`src/rtl/he_pkg.sv`:
```
// he_pkg: shared widths, limits and command codes for the histogram equalizer.
// No dependencies; used by histogram_equalizer, he_divider and he_checker.
package he_pkg;

   localparam int BIN_COUNT = 256;
   localparam int BIN_AW    = $clog2(BIN_COUNT);
   localparam int PIX_W     = 8;
   localparam int CMD_W     = 2;
   localparam int COUNT_W   = 21;
   localparam int PROD_W    = COUNT_W + 8;   // count times full scale
   localparam int QUO_W     = 8;
   localparam int STEP_W    = $clog2(QUO_W);
   localparam int IDX_W     = BIN_AW + 1;

   localparam logic [COUNT_W-1:0] MAX_PIXELS = COUNT_W'(1048576);

   typedef enum logic [CMD_W-1:0] {
      CMD_CLEAR = 2'd0,
      CMD_COUNT = 2'd1,
      CMD_MAP   = 2'd2
   } cmd_type;

endpackage

```
`src/rtl/he_divider.sv`:
```
// he_divider: restoring divider, one quotient bit per cycle, 8-bit quotient.
// Expects dividend < divisor * 256. Depends on he_pkg.
module he_divider (
   input  logic                         clock,
   input  logic                         reset,
   input  logic                         load,
   input  logic [he_pkg::PROD_W-1:0]    dividend,
   input  logic [he_pkg::COUNT_W-1:0]   divisor,
   output logic                         done,
   output logic [he_pkg::QUO_W-1:0]     quotient
);

   logic                          active_ff;
   logic                          done_ff;
   logic [he_pkg::STEP_W-1:0]     step_ff;
   logic [he_pkg::PROD_W-1:0]     rem_ff;
   logic [he_pkg::COUNT_W-1:0]    dvs_ff;
   logic [he_pkg::QUO_W-1:0]      quo_ff;
   logic [he_pkg::PROD_W-1:0]     shifted;
   logic                          fits;

   assign shifted = he_pkg::PROD_W'(dvs_ff) << step_ff;
   assign fits    = (rem_ff >= shifted);

   always_ff @(posedge clock) begin
      if (reset) begin
         active_ff <= 1'b0;
         done_ff   <= 1'b0;
         step_ff   <= '0;
      end else begin
         done_ff <= 1'b0;
         if (load) begin
            active_ff <= 1'b1;
            step_ff   <= he_pkg::STEP_W'(he_pkg::QUO_W - 1);
         end else if (active_ff) begin
            step_ff <= step_ff - 1'b1;
            if (step_ff == '0) begin
               active_ff <= 1'b0;
               done_ff   <= 1'b1;
            end
         end
      end
   end

   always_ff @(posedge clock) begin
      if (load) begin
         rem_ff <= dividend;
         dvs_ff <= divisor;
         quo_ff <= '0;
      end else if (active_ff && fits) begin
         rem_ff          <= rem_ff - shifted;
         quo_ff[step_ff] <= 1'b1;
      end
   end

   assign done     = done_ff;
   assign quotient = quo_ff;

endmodule

```
`config.mk`:
```
export PLATFORM = sky130hd
export DESIGN_NAME = he_divider
export DESIGN_NICKNAME = d
export VERILOG_FILES = /design/src/rtl/he_pkg.sv /design/src/rtl/he_divider.sv
export SDC_FILE = /design/constraint.sdc
export NUM_CORES = 1
export LEC_CHECK = 0
export BUFFER_PORTS_ARGS = -buffer_cell sky130_fd_sc_hd__buf_2
export CORE_MARGIN = 4
export CORE_UTILIZATION = 50
export CTS_CLUSTER_DIAMETER = 40
export CTS_CLUSTER_SIZE = 14
export DETAILED_ROUTE_END_ITERATION = 8
export PLACE_DENSITY = 0.71
export SYNTH_ARGS = -nofsm -noshare
export SYNTH_HDL_FRONTEND = slang
export SYNTH_SLANG_ARGS = --single-unit
export TNS_END_PERCENT = 20
```
`constraint.sdc`:
```
create_clock -name clock -period 13.9 [get_ports clock]
set_clock_uncertainty 0.1 [all_clocks]
set_input_delay 2.78 -clock clock [delete_from_list [all_inputs] [get_ports clock]]
set_output_delay 2.78 -clock clock [all_outputs]
set_load 0.005 [all_outputs]
```
# Word level (Yosys, flattened, before mapping)
# Index checks and enable logic that the tools add are counted.
# totals
register_bits	63
in_bits	53
out_inout_bits	9
elab_cells	30
# classes
add_sub_neg	2
magnitude_cmp	3
shift	1
muxes	10
n_bitwise	2
reduce_logical	6
# op_table
op	n
$mux 29	2
$ge 29x29->1	1
$shl 21x3->29	1
$sub 29x29->29	1
$or 8x8->8	1
$mux 3	2
$mux 1	5
$lt 3x4->1 const B	1
$reduce_bool 2->1	2
$demux 1 s3	1
$ge 3x1->1 const B	1
$logic_not 3->1	1
$reduce_or 3->1	1
$sub 3x1->3 const B	1
$logic_and 1x1->1	2
$not 1->1	1

# Longest topological paths before layout
# logic_depth
word_depth	5
ltp_mapped	15
ltp_nobuf	12

# Least setup slack after synthesis
# OpenSTA, ideal clock, no wires.
# synth_timing
path_kind	reg-to-reg
start	register step_ff[1] (netlist name)
end	register rem_ff[0] (netlist name) (enable)
setup_time_ps	455
t_arrival_ps	5071
required_time_ps	13345
slack_ps	8273
stages_incl_launch_ff	14
path_buffers	3
period_less_slack_ps	5627
cell_sequence	dfxtp_1 > clkbuf_1 > clkbuf_1 > buf_1 > mux4_2 > mux2i_1 > ha_1 > nand2_1 > nor4_1 > nand3_1 > a21o_1 > a31oi_4 > nor2_1 > o21ai_0
# synth_via
elab_chain_cells	4
# synth_rtl
item	line_no	text
start, declared	he_divider.sv:15	logic [he_pkg::STEP_W-1:0] step_ff;
start signal, assigned	he_divider.sv:34	step_ff <= he_pkg::STEP_W'(he_pkg::QUO_W - 1);
start signal, assigned	he_divider.sv:36	step_ff <= step_ff - 1'b1;
$shl 21x3->29	he_divider.sv:22	assign shifted = he_pkg::PROD_W'(dvs_ff) << step_ff;
$ge 29x29->1	he_divider.sv:23	assign fits = (rem_ff >= shifted);
$logic_and 1x1->1	he_divider.sv:50	end else if (active_ff && fits) begin
$reduce_bool 2->1 (no source line)	--	
end signal, assigned	he_divider.sv:47	rem_ff <= dividend;
end signal, assigned	he_divider.sv:51	rem_ff <= rem_ff - shifted;
end, declared	he_divider.sv:16	logic [he_pkg::PROD_W-1:0] rem_ff;
# Every way passes these cells.
# A chain may end at the register's enable or synchronous reset.

# Worst setup path in the final report
# layout_timing
start	register step_ff[0] (netlist name)
end	register rem_ff[10] (netlist name) (enable)
# Same word-level chain as after synthesis.

==> impl_metrics.csv <==
group,metric,value,unit
sta,holdWs,368.4,ps
synthesis,synthTopCellsByArea,"edfxtp_1 (32%), ha_1 (7.9%), dfxtp_1 (5.5%), mux2i_1 (5.3%), mux4_2 (5.2%)",
finish,nFillCells,857,
global_route,grt_first_pass_wirelength,19300,microns
setup_path,cp_slowest_stage_delay,470,ps
sta,drv_slew,0,
cts,cts_buffer_depth,2,
flow_run,cap_violations,0,
cts,htree_levels,3,
floorplan,rows,35,
cts,cts_tree,"yes",
synthesis,synth_area_leader_cell,"edfxtp_1",
worst_hold_path,min-delay-start,"quotient[3]",
synthesis,postSynth.topFlopCell,"edfxtp_1",
routing,wire_per_inst,17.57,microns
cts,cts_resized,0,
finish,area_delta_synth_final,12.56,%
sta,finalHoldViolations,0,
floorplan,start_util,0.5152,
floorplan,core-area,0.009240,sq mm
routing,vias,3982,
synthesis,yosysMostFrequentCell,"nand2_1",
finish,design_area,0.005359,sq mm
synthesis,async_flop_share,0,
setup_path,reg2reg_slack,9330,ps
synthesis,yosysUniqueCellTypes,65,
setup_path,crit_arrival,4500,ps
cts,path_clk_slew,90,ps
worst_hold_path,hold_class,"flip-flop to flip-flop",
synthesis,synth_edf_count,50,
outcome,status,"finished, final reports clean",
cts,cts_root_buffer,"clkbuf_8",
sta,setup_violations,0,
global_route,antenna_found_initial,0,
sta,rsz0062_at_grt,"no",
sta,period_share,0.3287,
floorplan,io_pins,62,
setup_path,path_cells,"buf_4 -> clkinv_1 -> a211oi_1 -> a21oi_1 -> mux2i_1 -> ha_1 -> nand2_1 -> nor4_1 -> nand3_1 -> a21o_1 -> a31oi_4 -> nor2_1 -> o21ai_2 -> buf_4",
placed_design,place_congestion,0.8749,
setup_path,cpMostUsedCell,"buf_4",
finish,stdcell_count,666,
placed_design,dp_hpwl,8766,microns
cts,cts_buffers,9,
floorplan,fp.dieH,105.6,microns
power,pwr-share-clk,0.169,
setup_path,cp_max_fo,32,
routing,wl,11700,microns
power,power.density,182.0,mW/mm^2
placed_design,placed_cell_area,0.005161,sq mm
global_route,overflow,0,
global_route,grt_pass1_vias,3910,
floorplan,die_area,0.01115,sq mm
setup_path,rr_startpoint,"step_ff[0]",
setup_path,critPathRequiredTime,13830,ps
floorplan,dieWidth,105.6,microns
routing,drcViolationCount,0,
power,intPower,0.0005594,W
routing,drt_iter0_drc,282,
power,p_sw_frac,0.4264,
cts,insertion_delay,360,ps
finish,final_nets,616,
setup_path,cpMaxStageDelayCell,"o21ai_2",
sta,period_minus_slack,4569,ps
synthesis,synth_common_cells,"nand2_1 (51), edfxtp_1 (50), a21oi_1 (42), o21ai_0 (35), ha_1 (30)",
setup_path,startpoint_type,"flip-flop",
sta,relSlewSlack,0.4851,
finish,diodes,0,
power,power.switching,0.0004159,W
power,power_leakage,2.113,nW
routing,ant_nets,0,
power,pwr-share-comb,0.544,
placed_design,place_inst,650,
synthesis,yosysWarnings,0,
synthesis,syn_inst,482,
sta,fin_setup_tns,0,ps
setup_path,end_kind,"flip-flop",
power,seq_power_share,0.288,
synthesis,synth_top_cell_area_share,0.3154,
global_route,grt_max_degree,77,
finish,drive_above_1_share,0.2123,
placed_design,io_buffer_count,61,
sta,max_freq,0.2188,GHz
global_route,grt_use_total,0.2152,
power,p_total,0.0009753,W
synthesis,ys_seq_area_frac,0.3700,
setup_path,path_class,"flip-flop to flip-flop",
synthesis,syn-cell-area,0.004761,sq mm
cts,cts_setup_buffers,0,
routing,firstDrtPassIters,5,
synthesis,synth.avg_cell_area,9.877,sq um
setup_path,cp-startpoint,"step_ff[0]",
sta,tightest_slew,771.5,ps
synthesis,synth.net_count,566,
cts,cts.sinks,63,
synthesis,synth_seq_cells,63,
routing,drt-vias-per-instance,5.979,
cts,ctsHoldBuffers,0,
power,ir_drop,0.06750,mV
per-stage QoR:
stage / utilization / worst slack, ps
floorplan: - / 8273
global placement: 0.5586 / 9131
detailed placement: 0.5586 / 9081
CTS: 0.5800 / 9365
global route: 0.5800 / 8994
finish: 0.5800 / 9331
placed cells by master (no fill, tap or decap), drive strengths merged, types with 5 or more instances in the layout:
cell     instances
ha              30
clkbuf           9
xnor2           10
nor2b            9
nand2           51
inv             11
mux4            11
o21bai           5
xor2            13
a211oi           8
a21oi           43
nor2            22
o21ai           41
nand3           13
mux2             6
mux2i           25
nor3             6
a21o            15
and3             5
o2bb2ai          8
edfxtp          50
dfxtp           13
buf             66
nand2b           5
path summary, 6_finish.rpt:
kind                  to  cells past startpoint
max           rem_ff[10]                     14
min          quotient[3]                      1
max reg2reg   rem_ff[10]                     14
min reg2reg  quotient[3]                      1
kinds of logic (layout without fill, tap and decap cells):
logic type,after synthesis,count (layout),share of synthesized area
flip-flops,63,63,0.3700
adder cells (fa/ha/maj),31,31,0.08305
AND/OR/NAND/NOR,131,131,0.1317
multiplexers,42,42,0.1188
AO/OA/AOI/OAI,153,153,0.2221
XOR/XNOR,23,23,0.04231
buffers and inverters,39,94,0.03206
flip-flops by register name, indices dropped and copies added (netlist names):
name	count
dvs_ff	21
done	1
rem_ff	29
step_ff	3
active_ff	1
quotient	8
critical path, delay by kind of cell (launching register included):
kind / cells / cell delay [ps]
adder cells (fa/ha/maj): 1 / 270
multiplexers: 1 / 270
AO/OA/AOI/OAI: 5 / 1330
flip-flops: 1 / 320
AND/OR/NAND/NOR: 4 / 740
buffers and inverters: 3 / 1180
cell type report:
cell class | instances | area (sq um) | share of cell area
inverters | 12 | 45.04 | 0.008405
well taps | 129 | 161.4 | 0.03012
multi-input cells | 380 | 2850 | 0.5319
repair buffers | 66 | 342.8 | 0.06397
flip-flops and latches | 63 | 1762 | 0.3287
clock buffers | 9 | 123.9 | 0.02311
clock inverters | 7 | 73.82 | 0.01378
power groups by stage:
stage / Combinational [W] / Clock [W] / Sequential [W]
final: 0.000530 / 0.000164 / 0.000281
after global routing: 0.000592 / 0.000173 / 0.000285
after CTS: 0.000523 / 0.000165 / 0.000281
after detailed placement: 0.000518 / 0 / 0.000285
after global placement: 0.000509 / 0 / 0.000283
after floorplan: 0.000414 / 0 / 0.000275
routing by layer:
metal / GRT usage / up-vias / share of wire
li1: - / 1930 / -
met1: 0.2800 / 1874 / 0.43
met2: 0.3538 / 141 / 0.47
met3: 0.04470 / 37 / 0.063
met4: 0.07956 / 0 / 0.033
met5: 0 / - / 0
Power figures use the tool's default switching activity.
